`src/sv/dpa_pkg.sv`:
```
// ----------------------------------------------------------------------------
// dpa_pkg
// Shared types, widths, control-word encoding and microcode program of the
// date period adder.
// ----------------------------------------------------------------------------
package dpa_pkg;

	// Block limits.
	localparam int unsigned YEAR_LIMIT = 9999;
	localparam int unsigned DAYS_WIDTH = 16;

	// Field widths of the request and result.
	localparam int unsigned YEAR_IO_W   = 14;
	localparam int unsigned MONTH_IO_W  = 4;
	localparam int unsigned DAY_IO_W    = 5;
	localparam int unsigned ADD_YEARS_W = 14;
	localparam int unsigned ADD_MONTH_W = 10;
	localparam int unsigned ADD_DAYS_W  = 16;

	// Working widths. The year grows by both added years, the month carry and
	// the day carry, which stays below 2^18 over the whole parameter range.
	localparam int unsigned YEAR_W  = 18;
	localparam int unsigned MONTH_W = 11;
	localparam int unsigned DAY_W   = DAYS_WIDTH + 1;
	localparam int unsigned REM_W   = 5;
	localparam int unsigned PC_W    = 3;

	localparam int unsigned MONTHS_PER_YEAR = 12;
	localparam int unsigned CENTURY_FACTOR  = 25;

	// Reciprocal of 25 for the year quotient: floor(year * RECIP_CENTURY >>
	// QUOT_SHIFT) equals floor(year / 25) for every year of YEAR_W bits.
	localparam int unsigned QUOT_SHIFT    = YEAR_W + $clog2(CENTURY_FACTOR);
	localparam int unsigned RECIP_CENTURY = ((1 << QUOT_SHIFT) + CENTURY_FACTOR - 1) /
		CENTURY_FACTOR;
	localparam int unsigned RECIP_W       = $clog2(RECIP_CENTURY + 1);
	localparam int unsigned QUOT_W        = YEAR_W + RECIP_W - QUOT_SHIFT;

	// Datapath operations.
	typedef enum logic [2:0] {
		OP_NOP,
		OP_NORM,
		OP_MOD_MUL,
		OP_MOD_SUB,
		OP_DAY,
		OP_EMIT
	} op_t;

	// Loop conditions.
	typedef enum logic [2:0] {
		COND_NONE,
		COND_MONTH_GT12,
		COND_DAY_GT_LEN,
		COND_OUT_BUSY
	} cond_t;

	// One microcode word: while the condition holds the operation runs and
	// control jumps to the target; otherwise control falls through.
	typedef struct packed {
		op_t             op;
		cond_t           cond;
		logic [PC_W-1:0] target;
		logic            last;
	} ucode_t;

	// Control from the sequencer to the datapath.
	typedef struct packed {
		logic exec;
		op_t  op;
	} ctrl_t;

	// Status from the datapath to the sequencer.
	typedef struct packed {
		logic month_gt12;
		logic day_gt_len;
		logic out_busy;
	} status_t;

	// Program steps.
	localparam logic [PC_W-1:0] PC_NORM    = 3'd0;
	localparam logic [PC_W-1:0] PC_MOD_MUL = 3'd1;
	localparam logic [PC_W-1:0] PC_MOD_SUB = 3'd2;
	localparam logic [PC_W-1:0] PC_DAY     = 3'd3;
	localparam logic [PC_W-1:0] PC_WAIT    = 3'd4;
	localparam logic [PC_W-1:0] PC_EMIT    = 3'd5;

	// Microcode program.
	function automatic ucode_t ucode_word(input logic [PC_W-1:0] pc);
		ucode_t w;
		w = '{op: OP_NOP, cond: COND_NONE, target: PC_NORM, last: 1'b1};
		unique case (pc)
			PC_NORM:    w = '{op: OP_NORM,    cond: COND_MONTH_GT12, target: PC_NORM,
				last: 1'b0};
			PC_MOD_MUL: w = '{op: OP_MOD_MUL, cond: COND_NONE,       target: PC_MOD_MUL,
				last: 1'b0};
			PC_MOD_SUB: w = '{op: OP_MOD_SUB, cond: COND_NONE,       target: PC_MOD_SUB,
				last: 1'b0};
			PC_DAY:     w = '{op: OP_DAY,     cond: COND_DAY_GT_LEN, target: PC_DAY,
				last: 1'b0};
			PC_WAIT:    w = '{op: OP_NOP,     cond: COND_OUT_BUSY,   target: PC_WAIT,
				last: 1'b0};
			PC_EMIT:    w = '{op: OP_EMIT,    cond: COND_NONE,       target: PC_EMIT,
				last: 1'b1};
			default:    w = '{op: OP_NOP,     cond: COND_NONE,       target: PC_NORM,
				last: 1'b1};
		endcase
		return w;
	endfunction

	// Length of a month, month in 1..12.
	function automatic logic [DAY_IO_W-1:0] month_len(input logic [MONTH_IO_W-1:0] m,
		input logic leap);
		logic [DAY_IO_W-1:0] len;
		case (m)
			4'd2:                      len = leap ? 5'd29 : 5'd28;
			4'd4, 4'd6, 4'd9, 4'd11:   len = 5'd30;
			default:                   len = 5'd31;
		endcase
		return len;
	endfunction

endpackage

```
`src/sv/dpa_if.sv`:
```
// ----------------------------------------------------------------------------
// dpa_if
// Request and result channels of the date period adder, valid/ready.
// ----------------------------------------------------------------------------
interface dpa_req_if import dpa_pkg::*; ();
	logic                   valid;
	logic                   ready;
	logic [YEAR_IO_W-1:0]   start_year;
	logic [MONTH_IO_W-1:0]  start_month;
	logic [DAY_IO_W-1:0]    start_day;
	logic [ADD_YEARS_W-1:0] add_years;
	logic [ADD_MONTH_W-1:0] add_months;
	logic [ADD_DAYS_W-1:0]  add_days;

	modport source(output valid, start_year, start_month, start_day, add_years,
		add_months, add_days, input ready);
	modport sink(input valid, start_year, start_month, start_day, add_years,
		add_months, add_days, output ready);
endinterface

interface dpa_rsp_if import dpa_pkg::*; ();
	logic                  valid;
	logic                  ready;
	logic [YEAR_IO_W-1:0]  result_year;
	logic [MONTH_IO_W-1:0] result_month;
	logic [DAY_IO_W-1:0]   result_day;
	logic                  year_overflow;

	modport source(output valid, result_year, result_month, result_day, year_overflow,
		input ready);
	modport sink(input valid, result_year, result_month, result_day, year_overflow,
		output ready);
endinterface

```
`src/sv/date_period_adder_unit.sv`:
```
// ----------------------------------------------------------------------------
// date_period_adder_unit
// Steps: the month carry loop, a pass per twelve carried out of the month sum;
// the two year modulo steps; the day loop, a pass per month stepped off the day
// sum; a wait while an earlier result holds the output register; the emit.
// Throughput: one request at a time; the next is taken once the result
// register is loaded, so the one-month-per-cycle loop sets the rate.
// Reset clears the sequencer and the result valid flag; no clearing pass.
// ----------------------------------------------------------------------------
module date_period_adder_unit import dpa_pkg::*; (
	input  logic      clk,
	input  logic      arst_n,
	dpa_req_if.sink   req,
	dpa_rsp_if.source rsp
);

	ctrl_t   ctrl;
	status_t status;
	logic    busy;
	logic    start;

	// A request is taken whenever no earlier one is still being worked.
	assign req.ready = !busy;
	assign start     = req.valid && !busy;

	dpa_sequencer u_seq (
		.clk    (clk),
		.arst_n (arst_n),
		.start  (start),
		.status (status),
		.ctrl   (ctrl),
		.busy   (busy)
	);

	dpa_datapath u_dp (
		.clk         (clk),
		.arst_n      (arst_n),
		.start       (start),
		.start_year  (req.start_year),
		.start_month (req.start_month),
		.start_day   (req.start_day),
		.add_years   (req.add_years),
		.add_months  (req.add_months),
		.add_days    (req.add_days),
		.ctrl        (ctrl),
		.status      (status),
		.rsp         (rsp)
	);

endmodule

```
`src/sv/dpa_sequencer.sv`:
```
// ----------------------------------------------------------------------------
// dpa_sequencer
// Step counter and microcode store. Evaluates the loop condition of the
// current step and issues one datapath operation per cycle while it holds.
// ----------------------------------------------------------------------------
module dpa_sequencer import dpa_pkg::*; (
	input  logic    clk,
	input  logic    arst_n,
	input  logic    start,
	input  status_t status,
	output ctrl_t   ctrl,
	output logic    busy
);

	logic [PC_W-1:0] pc_q;
	logic            busy_q;
	ucode_t          word;
	logic            cond_true;

	// Fetch and condition select.
	always_comb begin
		word = ucode_word(pc_q);
		unique case (word.cond)
			COND_NONE:       cond_true = 1'b1;
			COND_MONTH_GT12: cond_true = status.month_gt12;
			COND_DAY_GT_LEN: cond_true = status.day_gt_len;
			COND_OUT_BUSY:   cond_true = status.out_busy;
			default:         cond_true = 1'b0;
		endcase
	end

	assign ctrl.exec = busy_q && cond_true;
	assign ctrl.op   = word.op;
	assign busy      = busy_q;

	// Step counter: loop on the target while the condition holds.
	always_ff @(posedge clk or negedge arst_n) begin
		if (!arst_n) begin
			pc_q   <= PC_NORM;
			busy_q <= 1'b0;
		end else if (start) begin
			pc_q   <= PC_NORM;
			busy_q <= 1'b1;
		end else if (busy_q) begin
			if (cond_true && word.cond != COND_NONE) begin
				pc_q <= word.target;
			end else if (word.last) begin
				busy_q <= 1'b0;
			end else begin
				pc_q <= pc_q + 1'b1;
			end
		end
	end

endmodule

```
`src/sv/dpa_datapath.sv`:
```
// ----------------------------------------------------------------------------
// dpa_datapath
// Year, month and day registers with the month carry, a two-step year
// modulo 25 unit by reciprocal multiplication for the century rule, the day
// reduction step and the result register.
// ----------------------------------------------------------------------------
module dpa_datapath import dpa_pkg::*; (
	input  logic                   clk,
	input  logic                   arst_n,
	input  logic                   start,
	input  logic [YEAR_IO_W-1:0]   start_year,
	input  logic [MONTH_IO_W-1:0]  start_month,
	input  logic [DAY_IO_W-1:0]    start_day,
	input  logic [ADD_YEARS_W-1:0] add_years,
	input  logic [ADD_MONTH_W-1:0] add_months,
	input  logic [ADD_DAYS_W-1:0]  add_days,
	input  ctrl_t                  ctrl,
	output status_t                status,
	dpa_rsp_if.source              rsp
);

	logic [YEAR_W-1:0]  year_q;
	logic [MONTH_W-1:0] month_q;
	logic [DAY_W-1:0]   day_q;
	logic [QUOT_W-1:0]  quot_q;
	logic [REM_W-1:0]   rem_q;

	logic                  out_valid_q;
	logic [YEAR_IO_W-1:0]  out_year_q;
	logic [MONTH_IO_W-1:0] out_month_q;
	logic [DAY_IO_W-1:0]   out_day_q;
	logic                  out_ovf_q;

	logic [YEAR_IO_W-1:0]          y0;
	logic [MONTH_IO_W-1:0]         m0;
	logic [DAY_IO_W-1:0]           d0;
	logic                          leap;
	logic [DAY_IO_W-1:0]           len;
	logic [YEAR_W+RECIP_W-1:0]     recip_prod;
	logic [YEAR_W-1:0]             quot_x25;
	logic [YEAR_W-1:0]             year_rem;
	logic                          year_ovf;

	// Zero fields read as the first year, month or day.
	always_comb begin
		y0 = (start_year == '0) ? YEAR_IO_W'(1) : start_year;
		m0 = (start_month == '0) ? MONTH_IO_W'(1) : start_month;
		d0 = (start_day == '0) ? DAY_IO_W'(1) : start_day;
	end

	// Leap year: divisible by 4, and not by 100 unless by 400 (16 and 25).
	always_comb begin
		leap = (year_q[1:0] == 2'b00) && ((rem_q != '0) || (year_q[3:0] == 4'b0000));
		len  = month_len(month_q[MONTH_IO_W-1:0], leap);
	end

	// Year modulo 25: quotient by reciprocal product, then the remainder.
	always_comb begin
		recip_prod = (YEAR_W+RECIP_W)'(year_q) * (YEAR_W+RECIP_W)'(RECIP_CENTURY);
		quot_x25   = YEAR_W'(quot_q) * YEAR_W'(CENTURY_FACTOR);
		year_rem   = year_q - quot_x25;
	end

	assign year_ovf = year_q > YEAR_W'(YEAR_LIMIT);

	always_comb begin
		status.month_gt12 = month_q > MONTH_W'(MONTHS_PER_YEAR);
		status.day_gt_len = day_q > DAY_W'(len);
		status.out_busy   = out_valid_q && !rsp.ready;
	end

	// Working registers.
	always_ff @(posedge clk) begin
		if (start) begin
			year_q  <= YEAR_W'(y0) + YEAR_W'(add_years);
			month_q <= MONTH_W'(m0) + MONTH_W'(add_months);
			day_q   <= DAY_W'(d0) + DAY_W'(add_days[DAYS_WIDTH-1:0]);
		end else if (ctrl.exec) begin
			case (ctrl.op)
				OP_NORM: begin
					month_q <= month_q - MONTH_W'(MONTHS_PER_YEAR);
					year_q  <= year_q + 1'b1;
				end
				OP_MOD_MUL: begin
					quot_q <= recip_prod[YEAR_W+RECIP_W-1:QUOT_SHIFT];
				end
				OP_MOD_SUB: begin
					rem_q <= year_rem[REM_W-1:0];
				end
				OP_DAY: begin
					day_q <= day_q - DAY_W'(len);
					if (month_q == MONTH_W'(MONTHS_PER_YEAR)) begin
						month_q <= MONTH_W'(1);
						year_q  <= year_q + 1'b1;
						rem_q   <= (rem_q == REM_W'(CENTURY_FACTOR - 1)) ? '0 : rem_q + 1'b1;
					end else begin
						month_q <= month_q + 1'b1;
					end
				end
				default: begin
				end
			endcase
		end
	end

	// Result register, saturated year.
	always_ff @(posedge clk) begin
		if (ctrl.exec && ctrl.op == OP_EMIT) begin
			out_year_q  <= year_ovf ? YEAR_IO_W'(YEAR_LIMIT) : year_q[YEAR_IO_W-1:0];
			out_month_q <= month_q[MONTH_IO_W-1:0];
			out_day_q   <= day_q[DAY_IO_W-1:0];
			out_ovf_q   <= year_ovf;
		end
	end

	// Result valid flag.
	always_ff @(posedge clk or negedge arst_n) begin
		if (!arst_n) begin
			out_valid_q <= 1'b0;
		end else if (ctrl.exec && ctrl.op == OP_EMIT) begin
			out_valid_q <= 1'b1;
		end else if (rsp.ready) begin
			out_valid_q <= 1'b0;
		end
	end

	assign rsp.valid         = out_valid_q;
	assign rsp.result_year   = out_year_q;
	assign rsp.result_month  = out_month_q;
	assign rsp.result_day    = out_day_q;
	assign rsp.year_overflow = out_ovf_q;

endmodule
```
`src/flat_wrapper.sv`:
```
// flat-port wrapper written by rule: the top's interface ports become plain ports
module date_period_adder_unit_flat import dpa_pkg::*;
  (clk, arst_n, req_valid, req_start_year, req_start_month, req_start_day, req_add_years, req_add_months, req_add_days, req_ready, rsp_valid, rsp_result_year, rsp_result_month, rsp_result_day, rsp_year_overflow, rsp_ready);
  dpa_req_if req_i ();
  dpa_rsp_if rsp_i ();
  input  logic clk;
  input  logic arst_n;
  input wire logic [$bits(req_i.valid)-1:0] req_valid;
  input wire logic [$bits(req_i.start_year)-1:0] req_start_year;
  input wire logic [$bits(req_i.start_month)-1:0] req_start_month;
  input wire logic [$bits(req_i.start_day)-1:0] req_start_day;
  input wire logic [$bits(req_i.add_years)-1:0] req_add_years;
  input wire logic [$bits(req_i.add_months)-1:0] req_add_months;
  input wire logic [$bits(req_i.add_days)-1:0] req_add_days;
  output wire logic [$bits(req_i.ready)-1:0] req_ready;
  output wire logic [$bits(rsp_i.valid)-1:0] rsp_valid;
  output wire logic [$bits(rsp_i.result_year)-1:0] rsp_result_year;
  output wire logic [$bits(rsp_i.result_month)-1:0] rsp_result_month;
  output wire logic [$bits(rsp_i.result_day)-1:0] rsp_result_day;
  output wire logic [$bits(rsp_i.year_overflow)-1:0] rsp_year_overflow;
  input wire logic [$bits(rsp_i.ready)-1:0] rsp_ready;
  assign req_i.valid = req_valid;
  assign req_i.start_year = req_start_year;
  assign req_i.start_month = req_start_month;
  assign req_i.start_day = req_start_day;
  assign req_i.add_years = req_add_years;
  assign req_i.add_months = req_add_months;
  assign req_i.add_days = req_add_days;
  assign req_ready = req_i.ready;
  assign rsp_valid = rsp_i.valid;
  assign rsp_result_year = rsp_i.result_year;
  assign rsp_result_month = rsp_i.result_month;
  assign rsp_result_day = rsp_i.result_day;
  assign rsp_year_overflow = rsp_i.year_overflow;
  assign rsp_i.ready = rsp_ready;
  date_period_adder_unit u_core (.clk(clk), .arst_n(arst_n), .req(req_i), .rsp(rsp_i));
endmodule
```
`config.mk`:
```
export PLATFORM = sky130hd
export DESIGN_NAME = date_period_adder_unit_flat
export DESIGN_NICKNAME = d
export VERILOG_FILES = /design/src/sv/dpa_pkg.sv /design/src/sv/dpa_if.sv /design/src/sv/date_period_adder_unit.sv /design/src/sv/dpa_sequencer.sv /design/src/sv/dpa_datapath.sv /design/src/flat_wrapper.sv
export SDC_FILE = /design/constraint.sdc
export NUM_CORES = 1
export LEC_CHECK = 0
export BUFFER_PORTS_ARGS = -buffer_cell sky130_fd_sc_hd__buf_4
export CORE_MARGIN = 4
export CORE_UTILIZATION = 47
export DETAILED_ROUTE_END_ITERATION = 8
export HOLD_SLACK_MARGIN = 0.03
export PLACE_DENSITY = 0.65
export SLEW_MARGIN = 20
export SYNTH_ARGS = -nofsm -noshare
export SYNTH_HDL_FRONTEND = slang
export SYNTH_SLANG_ARGS = --single-unit
```
`constraint.sdc`:
```
create_clock -name clk -period 7.66 [get_ports clk]
set_input_delay 0.766 -clock clk [delete_from_list [all_inputs] [get_ports clk]]
set_output_delay 0.766 -clock clk [all_outputs]
set_load 0.02 [all_outputs]
```
# Word level (Yosys, flattened, before mapping)
# Index checks and enable logic that the tools add are counted.
# totals
inputBits	67
out_inout_bits	26
register_bits	94
word_cells	113
# classes
n_mux	31
n_addsub	10
magnitude_cmp	3
bitwise_logic	1
n_mul	2
reduce_logical	31
n_eq_ne	23
# op_table
operator	n
one-hot mux 10 bit (6 select lines)	1
two-way mux 18 bit	3
two-way mux 17 bit	3
multiplier 18 x 19 -> 37 bit (second input constant)	1
one-hot mux 18 bit (2 select lines)	1
two-way mux 11 bit	3
one-hot mux 11 bit (2 select lines)	1
adder 18 x 1 -> 18 bit (second input constant)	1
== test 3 x 2 -> 1 bit (second input constant)	6
greater-than comparator 18 x 14 -> 1 bit (second input constant)	1
adder 5 x 16 -> 17 bit	1
greater-than comparator 17 x 5 -> 1 bit	1
subtractor 17 x 5 -> 17 bit	1
adder 14 x 14 -> 15 bit	1
two-way mux 5 bit	3
logical NOT 14 bit	1
multiplier 14 x 5 -> 5 bit (second input constant)	1
two-way mux 14 bit	1
== test 3 bit (second input constant)	4
two-way mux 3 bit	4
adder 11 x 1 -> 11 bit (second input constant)	1
adder 4 x 10 -> 11 bit	1
== test 11 x 4 -> 1 bit (second input constant)	1
greater-than comparator 11 x 4 -> 1 bit (second input constant)	1
32 further kinds	58

# Logic depth before layout (Yosys ltp)
# Gate-level depths: netlist of the first run.
# depth
ltp_word	11
mapped_depth	19
mapped_depth_nobuf	19

# By module
# From an unflattened synthesis of the first run, not the netlist that was laid out.
# unflattened
cells_unflattened	1165
hier_area_um2	11367.2
# modules_own_cells
module	seq_area_each_um2	cells_each	area_each_um2	instances
dpa_datapath	2427.3	1103	10846.7	1
dpa_sequencer	100.1	60	510.5	1
date_period_adder_unit	0.0	2	10.0	1

# Worst setup path after synthesis of the first run
# No wires, ideal clock.
# synth_path
path_kind	flip-flop to flip-flop
startpoint	reg u_core.u_dp.year_q[9]
endpoint	reg u_core.u_dp.quot_q[4] (data pin)
setup_slack_ps	2341
arrival_time_ps	5057
period_less_slack_ps	5319
path_stages_with_launch	18
path_cell_list	edfxtp_1 > fa_1 > inv_1 > fa_1 > inv_1 > fa_1 > fa_1 > fa_1 > inv_1 > fa_1 > inv_1 > ha_1 > nand4_1 > nor2_1 > o2111ai_1 > o211ai_1 > a311oi_1 > xnor2_1
# synth_via
elab_chain_len	1
# synth_lines
item	line_no	source
start, declared	dpa_datapath.sv:22	logic [YEAR_W-1:0] year_q;
start signal, assigned	dpa_datapath.sv:75	year_q <= YEAR_W'(y0) + YEAR_W'(add_years);
start signal, assigned	dpa_datapath.sv:82	year_q <= year_q + 1'b1;
start signal, assigned	dpa_datapath.sv:94	year_q <= year_q + 1'b1;
multiplier 18 x 19 -> 37 bit	dpa_datapath.sv:59	recip_prod = (YEAR_W+RECIP_W)'(year_q) * (YEAR_W+RECIP_W)'(RECIP_CENTURY);
named net u_core.u_dp.recip_prod[27]	dpa_datapath.sv:39	logic [YEAR_W+RECIP_W-1:0] recip_prod;
end signal, assigned	dpa_datapath.sv:85	quot_q <= recip_prod[YEAR_W+RECIP_W-1:QUOT_SHIFT];
end, declared	dpa_datapath.sv:25	logic [QUOT_W-1:0] quot_q;
# The timed path passes the listed nets, and every way through them passes these cells.
# A chain may end at the register's enable or synchronous reset.

# Final worst setup path of the first run
# Ends and elaborated chain as after synthesis.

==> results of run 1 <==
-- cell usage after synthesis, types with 7 or more instances --
library cell,count
nand3_1,24
nor3_1,17
o211ai_1,8
xnor2_1,42
a21o_1,15
nor4_1,7
o21ai_1,20
and2_1,11
mux2i_1,9
o21ai_0,34
a211oi_1,8
edfxtp_1,80
ha_1,165
inv_1,210
a21oi_1,40
nand4_1,11
clkbuf_1,27
o21a_1,7
and3_1,12
nor2_1,41
nand2_1,71
o22ai_1,11
nor2b_1,9
nand2b_1,14
xor2_1,43
fa_1,114
-- metrics by stage --
step / cell area (µm²) / instances / setup slack, ns / utilization [%] / hold WS, ns
3_3_place_gp: 12200 / 1525 / 2.07 / 52.1 / 0.472
5_1_grt: 12500 / 1541 / 1.69 / 53.5 / 0.183
6_report: 12500 / 1541 / 1.99 / 53.5 / 0.200
2_1_floorplan: 11200 / 1137 / 2.34 / - / 0.426
4_1_cts: 12500 / 1541 / 1.98 / 53.5 / 0.191
3_5_place_dp: 12200 / 1525 / 1.98 / 52.1 / 0.473
-- registers in the layout, summed over array words and instances, names as in the netlist, 4 cells and up --
| register | flops |
|---|---|
| u_core.u_dp.month_q | 11 |
| u_core.u_dp.rem_q | 5 |
| u_core.u_dp.rsp.result_day | 5 |
| u_core.u_dp.quot_q | 5 |
| u_core.u_dp.rsp.result_year | 14 |
| u_core.u_dp.day_q | 17 |
| u_core.u_dp.rsp.result_month | 4 |
| u_core.u_dp.year_q | 18 |
-- area by class of cell --
type / count / area [µm²]
Fill cell: 2196 / 10900
Multi-Input combinational cell: 810 / 7730
Clock inverter: 7 / 86.3
Tap cell: 319 / 399
Inverter: 212 / 796
Timing Repair Buffer: 99 / 743
Clock buffer: 9 / 225
Sequential cell: 85 / 2530
-- per-layer routing --
metal	up-vias	routed length (µm)
li1	4010	-
met1	3904	12800
met2	167	11900
met3	17	1020
met4	0	303
met5	-	0
-- logic make-up after synthesis --
family,count (synthesis),synth area share [%]
xor+xnor,85,6.67
mux,9,0.807
fa+ha+maj,279,39.0
flops,85,22.6
buf+inv,242,8.16
compound gates,195,11.7
simple gates,242,11.1
-- worst reg2reg max path, cell delays in order (launching register included) --
cell and delay [ns]:
edfxtp_1 0.62, fa_1 0.69, inv_1 0.08, fa_1 0.50
inv_1 0.05, fa_1 0.46, fa_1 0.51, fa_1 0.54
inv_1 0.05, fa_1 0.52, inv_1 0.04, ha_1 0.33
nand4_1 0.12, nor2_1 0.17, o2111ai_1 0.13, o211ai_1 0.30
a311oi_1 0.16, xnor2_1 0.14
-- final timing paths --
check	startpoint	end	slack [ns]	cells after the start
max	u_core.u_dp.year_q[9]	u_core.u_dp.quot_q[4]	1.99	17
min	arst_n	u_core.u_dp.rsp.valid	0.20	1
max reg2reg	u_core.u_dp.year_q[9]	u_core.u_dp.quot_q[4]	1.99	17
min reg2reg	u_core.u_dp.day_q[0]	u_core.u_dp.rsp.result_day[0]	0.49	0
max in group asynchronous	arst_n	u_core.u_seq.pc_q[1]	7.34	1
min in group clk	u_core.u_dp.day_q[0]	u_core.u_dp.rsp.result_day[0]	0.49	0
==> results.cfg, run 1 <==
[outcome]
outcome = completed

[synthesis]
synth_largest_area_cell = edfxtp_1
asyncSetResetFlopFracSynth_pct = 5.88
synth_top_flop_cell = edfxtp_1
synth.avg_cell_area_um2 = 9.81
synthesis.nets = 1483
seq_area_frac_synth_pct = 22.6
netlist_area_um2 = 11200
synthDominantCellAreaShare_pct = 21.5
number_of_instances_in_the_synthesized_netlist = 1137
synth_edf_count = 80
synth_warnings = 0
synth_cell_types = 68
synth_seq_cells = 85
synth.top_cells.by_area = edfxtp_1 (22%), fa_1 (20%), ha_1 (18%)

[min_path]
hp-class = input port to asynchronous set/reset pin

[timing]
slew-limit-headroom_pct = 36.0
setup_repair_after_global_routing_missed_its_margin = false
fmax_ghz = 0.177
hold_viol_final = 0
final.period_utilization_pct = 74.0
fin_crit_ns = 5.67
tightestPinTransition_ns = 0.957
timing.clock.skew_ns = 0.0132
timing.final.setup_violations = 0
finalSetupTns_ns = 0
max_slew_violation_count = 0

[global_route]
grt-busiest-layer = met2
grt_util_met3_pct = 1.95
initial_antenna_violation_count = 0
wire_length_of_the_first_global_routing_pass_um = 41900
grt_start_max_net_pins = 55
vias_in_the_first_global_route = 7977
globalRouteMet1Util_pct = 30.1
grt_remaining_overflow = 0
grtUsageMet2_pct = 31.8
gr-usage-all-layers_pct = 20.1

[critical_path]
critical_path.endpoint_type = flip-flop
worst_setup_path_start_kind = flip-flop
cell_breakdown_of_the_critical_path = fa_1 > inv_1 > fa_1 > inv_1 > fa_1 > fa_1 > fa_1 > inv_1 > fa_1 > inv_1 > ha_1 > nand4_1 > nor2_1 > o2111ai_1 > o211ai_1 > a311oi_1 > xnor2_1
worstSetupPathType = flip-flop to flip-flop
worst_ep_required_time_ns = 7.75
critical_path.slowest_cell = fa_1
worst_ep_arrival_time_ns = 5.76
critical_path.max_stage_delay_ns = 0.69
worst_path_maximum_fanout = 11
cp.buffers_inverters = 4
critPathMostFrequentCell = fa_1
critical_path.top_delay_family = adder cells

[floorplan]
initial_core_util_pct = 47.7
full_die_area_um2 = 26300
die_height_um = 162
rows = 56
coreArea_um2 = 23400
num_io_pins = 93
fp.dieW_um = 162

[layout]
final_net_count = 1563
ratio_of_cells_with_drive_above_1_in_the_final_layout_pct = 10.8
most_common_library_cell_in_the_layout_ignoring_fill_and_taps = inv_1
area_delta_synth_final_pct = 12.1
layout.cells.most_common_list = inv_1 (210), ha_1 (165), fa_1 (114)
antenna_cells_inserted = 0

[flow_run]
maxCapViolations = 0

[drt]
drt_first_iter_violations = 473
drt.antenna.violating_nets = 0
viasPerCell = 5.26
remaining_drc_errors = 0
firstDrtPassIters = 6
routed-via-count = 8098
drt-total-wl_um = 26100
routed_wire_length_per_instance_um = 16.9

[cts]
cts_setup_buffers = 0
numCtsBuffers = 9
cts_htree_levels = 3
ctsRootBufferMaster = clkbuf_16
holdBufCountCts = 0
insertion_delay_of_the_later_clocked_pin_in_the_worst_skew_pair_ns = 0.36
worst_setup_hold_path_clk_slew_ns = 0.07
cts_tree = yes
cts_num_sinks = 85
cts.path.max_buffers = 2
postCtsResizedCells = 0

[placed_design]
gp_congestion = 0.930
placed_wire_length_estimate_after_detailed_placement_um = 22100
buffer_ports.inserted = 92
Power of run 1 is not shown: default switching activity piles up to over one toggle a cycle in this logic, so the estimate is an artifact.
==> run 2: changes to the inputs <==
--- a/config.mk
+++ b/config.mk
@@ -10,7 +10,7 @@
 export CORE_UTILIZATION = 47
 export DETAILED_ROUTE_END_ITERATION = 8
 export HOLD_SLACK_MARGIN = 0.03
-export PLACE_DENSITY = 0.65
+export PLACE_DENSITY = 0.68
 export SLEW_MARGIN = 20
 export SYNTH_ARGS = -nofsm -noshare
 export SYNTH_HDL_FRONTEND = slang
==> constraint.sdc (replaced) <==
create_clock -name clk -period 4.63 [get_ports clk]
set_input_delay 0.463 -clock clk [delete_from_list [all_inputs] [get_ports clk]]
set_output_delay 0.463 -clock clk [all_outputs]
set_load 0.02 [all_outputs]
==> run 2 against run 1 <==
  * The flow now finishes with violations (setup timing)
  * Setup slack got worse by 2.5 ns
  * Non-clock buffer count up 119
  * Highest routed layer unchanged
  * Critical path type unchanged
  * Flip-flop and latch count is the same
==> results.cfg, run 2 (same netlist as run 1, synthesis figures left out) <==
[outcome]
outcome = complete, but fails checks
failing_checks = setup timing

[layout]
area.sequential_um2 = 2530
fillerInstances = 2075
antenna_cells_inserted = 0
ratio_of_cells_with_drive_above_1_in_the_final_layout_pct = 21.9
multi_input_combinational_cell_area_um2 = 7960
largest_register_ffs = 18
most_common_library_cell_in_the_layout_ignoring_fill_and_taps = buf_4
final_net_count = 1682
top_reg_by_flops = u_core.u_dp.year_q
fin_cells = 1660
area_delta_synth_final_pct = 22.2
layout.cells.most_common_list = buf_4 (214), inv_1 (199), ha_1 (150)

[timing]
max_slew_violation_count = 0
final.period_utilization_pct = 112
setup_ws_ns = -0.540
tightestPinTransition_ns = 0.821
fmax_ghz = 0.193
timing.final.setup_violations = 5
fin_crit_ns = 5.17
finalSetupTns_ns = -2.24
hold_viol_final = 0
slew-limit-headroom_pct = 45.1
setup_repair_after_global_routing_missed_its_margin = true
timing.clock.skew_ns = 0.0114

[floorplan]
coreArea_um2 = 23400
num_io_pins = 93
initial_core_util_pct = 47.7
fp.dieW_um = 162
die_height_um = 162
full_die_area_um2 = 26300
rows = 56

[critical_path]
rrSetupSlack_ns = -0.54
worst_setup_path_start_kind = flip-flop
timing.critical_path.from = u_core.u_dp.year_q[6]
worstSetupPathType = flip-flop to flip-flop
critical_path.endpoint_type = flip-flop
worst_ep_required_time_ns = 4.71
critical_path.max_stage_delay_ns = 0.61
reg2reg_depth = 17
cp.buffers_inverters = 4
worst_ep_arrival_time_ns = 5.25
r2r-start = u_core.u_dp.year_q[6]
critical_path.reg2reg.endpoint = u_core.u_dp.quot_q[4]
critical_path.top_delay_family = adder cells
critical_path.slowest_cell = fa_1
critPathMostFrequentCell = fa_1
worst_path_maximum_fanout = 4
cell_breakdown_of_the_critical_path = fa_1 > inv_2 > fa_1 > inv_1 > fa_2 > fa_2 > fa_1 > inv_1 > fa_1 > inv_2 > ha_4 > nand4_1 > nor2_2 > o2111ai_1 > o211ai_1 > a311oi_1 > xnor2_1

[placed_design]
buffer_ports.inserted = 92
gp_congestion = 0.950
placed_wire_length_estimate_after_detailed_placement_um = 23200
placed_cells = 1628

[global_route]
grt_remaining_overflow = 0
grt_start_max_net_pins = 38
wire_length_of_the_first_global_routing_pass_um = 44900
gr-usage-all-layers_pct = 21.3
vias_in_the_first_global_route = 8785
initial_antenna_violation_count = 0

[cts]
ctsRootBufferMaster = clkbuf_16
insertion_delay_of_the_later_clocked_pin_in_the_worst_skew_pair_ns = 0.35
cts.path.max_buffers = 2
worst_setup_hold_path_clk_slew_ns = 0.07
cts_tree = yes
numCtsBuffers = 9
cts_htree_levels = 3
cts_num_sinks = 85

[min_path]
hp-class = input port to asynchronous set/reset pin

[drt]
routed_wire_length_per_instance_um = 16.5
drt-total-wl_um = 27400
drt_first_iter_violations = 479
remaining_drc_errors = 0
viasPerCell = 5.22
routed-via-count = 8659
drt.antenna.violating_nets = 0
firstDrtPassIters = 6

[flow_run]
maxCapViolations = 0
run 2: stage by stage:
stage / worst slack (ns) / area [µm²] / utilization (%) / hold WS (ns)
6_report: -0.540 / 13600 / 58.3 / 0.449
5_1_grt: -0.738 / 13600 / 58.3 / 0.446
4_1_cts: -0.544 / 13500 / 57.7 / 0.437
3_5_place_dp: -0.587 / 13100 / 55.9 / 0.274
3_3_place_gp: -0.443 / 13100 / 55.9 / 0.274
2_1_floorplan: -0.477 / 11300 / - / 0.167
run 2: worst max-delay path by stage:
stage | end | slack, ns | cells after the start
finish | u_core.u_dp.quot_q[4] | -0.54 | 17
global placement | u_core.u_dp.quot_q[4] | -0.44 | 18
detailed placement | u_core.u_dp.quot_q[4] | -0.59 | 17
floorplan | u_core.u_dp.quot_q[4] | -0.48 | 17
CTS | u_core.u_dp.quot_q[4] | -0.54 | 16
global route | u_core.u_dp.quot_q[4] | -0.74 | 17
run 2: layout make-up:
type / instances / area share (%)
Sequential cell: 85 / 18.5
Multi-Input combinational cell: 810 / 58.4
Clock buffer: 10 / 1.68
Inverter: 212 / 5.84
Clock inverter: 6 / 0.514
Tap cell: 319 / 2.93
Timing Repair Buffer: 218 / 12.1
run 2: layer usage:
metal	global-route usage, %	vias up	wire length (µm)
li1	-	4263	-
met4	4.27	0	391
met3	2.36	31	999
met1	30.7	4191	12900
met2	35.1	174	13100
met5	0	-	0
run 2: timing repair:
action	CTS	global route
endpoints found under the hold margin	5	0
hold buffers	1	0
buffers inserted	7	9
endpoints found under the setup margin	5	5
gates resized for setup	17	15
pin swaps	25	17
Power of run 2 is left out for the same reason.
==> run 3: changes to the inputs <==
--- a/config.mk
+++ b/config.mk
@@ -7,10 +7,10 @@
 export LEC_CHECK = 0
 export BUFFER_PORTS_ARGS = -buffer_cell sky130_fd_sc_hd__buf_4
 export CORE_MARGIN = 4
-export CORE_UTILIZATION = 47
+export CORE_UTILIZATION = 57
 export DETAILED_ROUTE_END_ITERATION = 8
 export HOLD_SLACK_MARGIN = 0.03
-export PLACE_DENSITY = 0.68
+export PLACE_DENSITY = 0.8
 export SLEW_MARGIN = 20
 export SYNTH_ARGS = -nofsm -noshare
 export SYNTH_HDL_FRONTEND = slang
==> run 3 against run 2 <==
  * The flow still finishes with violations (setup timing)
  * Setup slack lost 0.097 ns
  * Die area shrank 17%
  * Wire length grew 4.3%
  * Design area shrank 0.97%
  * Global-route usage grew 4.8 points
  * Clock skew grew 0.0058 ns
  * Flip-flop and latch count is the same
  * Worst hold slack lost 0.010 ns
  * Critical endpoint unchanged
  * Highest routed layer unchanged
==> results.cfg, run 3 (same netlist as run 1, synthesis figures left out) <==
[layout]
finalCoreUtilization_pct = 71.2
layout.cells.most_common_list = buf_4 (205), inv_1 (199), ha_1 (152)
ratio_of_cells_with_drive_above_1_in_the_final_layout_pct = 20.9
final_design_area_no_fill_um2 = 13500
largest_register_ffs = 18
area_delta_synth_final_pct = 21.0
top_reg_by_flops = u_core.u_dp.year_q
most_common_library_cell_in_the_layout_ignoring_fill_and_taps = buf_4
final_net_count = 1673
antenna_cells_inserted = 0

[critical_path]
critical_path.endpoint_type = flip-flop
worstSetupPathType = flip-flop to flip-flop
worst_path_maximum_fanout = 4
critical_path.slowest_cell = fa_1
reg2reg_depth = 17
critical_path.max_stage_delay_ns = 0.62
worst_ep_required_time_ns = 4.72
cell_breakdown_of_the_critical_path = fa_1 > inv_2 > fa_2 > inv_2 > fa_2 > fa_2 > fa_1 > inv_1 > fa_1 > inv_2 > ha_4 > nand4_1 > nor2_2 > o2111ai_1 > o211ai_1 > a311oi_1 > xnor2_1
worst_ep_arrival_time_ns = 5.36
worst_setup_path_start_kind = flip-flop

[floorplan]
coreArea_um2 = 19000
rows = 50
die_height_um = 148
initial_core_util_pct = 58.9
num_io_pins = 93
full_die_area_um2 = 21900
fp.dieW_um = 148

[global_route]
gr-usage-all-layers_pct = 26.1
grt_remaining_overflow = 0
wire_length_of_the_first_global_routing_pass_um = 45300
grt_start_max_net_pins = 42
vias_in_the_first_global_route = 9111
initial_antenna_violation_count = 0

[cts]
cts_num_sinks = 85
numCtsBuffers = 9
ctsRootBufferMaster = clkbuf_16
insertion_delay_of_the_later_clocked_pin_in_the_worst_skew_pair_ns = 0.37
cts.path.max_buffers = 2
worst_setup_hold_path_clk_slew_ns = 0.07
cts_tree = yes
cts_htree_levels = 3

[drt]
remaining_drc_errors = 0
drt_first_iter_violations = 671
routed_wire_length_per_instance_um = 17.9
drt-total-wl_um = 28600
viasPerCell = 5.69
firstDrtPassIters = 5
routed-via-count = 9062
drt.antenna.violating_nets = 0

[timing]
finalSetupTns_ns = -2.79
timing.clock.skew_ns = 0.0172
final.period_utilization_pct = 114
fmax_ghz = 0.190
hold_viol_final = 0
max_slew_violation_count = 0
fin_crit_ns = 5.27
setup_repair_after_global_routing_missed_its_margin = true
slew-limit-headroom_pct = 29.3
timing.final.setup_violations = 5
setup_ws_ns = -0.637
tightestPinTransition_ns = 1.06

[placed_design]
buffer_ports.inserted = 92
placed_wire_length_estimate_after_detailed_placement_um = 22800
placedInstanceArea_um2 = 13000
gp_congestion = 0.996

[outcome]
outcome = complete, but fails checks
failing_checks = setup timing

[flow_run]
maxCapViolations = 0

[min_path]
hp-class = input port to asynchronous set/reset pin
-- run 3: path summary, 6_finish.rpt --
| path | endpoint | slack [ns] | from |
|---|---|---|---|
| max | u_core.u_dp.quot_q[4] | -0.64 | u_core.u_dp.year_q[8] |
| min | u_core.u_seq.pc_q[2] | 0.44 | arst_n |
| max reg2reg | u_core.u_dp.quot_q[4] | -0.64 | u_core.u_dp.year_q[8] |
| min reg2reg | u_core.u_dp.rsp.result_day[0] | 0.51 | u_core.u_dp.day_q[0] |
| max in group asynchronous | u_core.u_seq.busy | 4.06 | arst_n |
| min in group clk | u_core.u_seq.pc_q[2] | 0.44 | req_valid |
-- run 3: worst max-delay path, delay by kind of cell, from the launching register on --
kind | cells | cell delay (ns)
flip-flops | 1 | 0.48
AO/OA/AOI/OAI | 3 | 0.52
AND/OR/NAND/NOR | 2 | 0.28
XOR/XNOR | 1 | 0.15
buffers and inverters | 4 | 0.21
adder cells (fa/ha/maj) | 7 | 3.38
-- run 3: through the flow --
step / worst slack, ns / hold slack, ns / std cells
after floorplan: -0.477 / 0.167 / 1137
after global placement: -0.479 / 0.271 / 1562
after detailed placement: -0.591 / 0.274 / 1562
after CTS: -0.582 / 0.444 / 1587
after global routing: -0.764 / 0.452 / 1592
final: -0.637 / 0.438 / 1592
-- run 3: layout make-up --
class,count,area [µm²]
Timing Repair Buffer,209,1580
Multi-Input combinational cell,810,7940
Inverter,212,796
Tap cell,260,325
Clock inverter,6,96.3
Sequential cell,85,2530
Clock buffer,10,229
Fill cell,1348,5460
-- run 3: repair_timing --
action,CTS,global route
resized for setup,12,13
hold buffers,1,0
setup buffers,8,5
endpoints found under the setup margin,5,5
endpoints found under the hold margin,5,0
pin swaps,20,21
-- run 3: routing by layer --
metal | GRT usage [%] | share of wire, % | wire length, µm
met2 | 43.5 | 48 | 13800
met5 | 0 | 0 | 0
met1 | 34.7 | 42 | 12000
met3 | 3.71 | 6.0 | 1720
met4 | 10.3 | 3.7 | 1070
Power of run 3 is left out for the same reason.
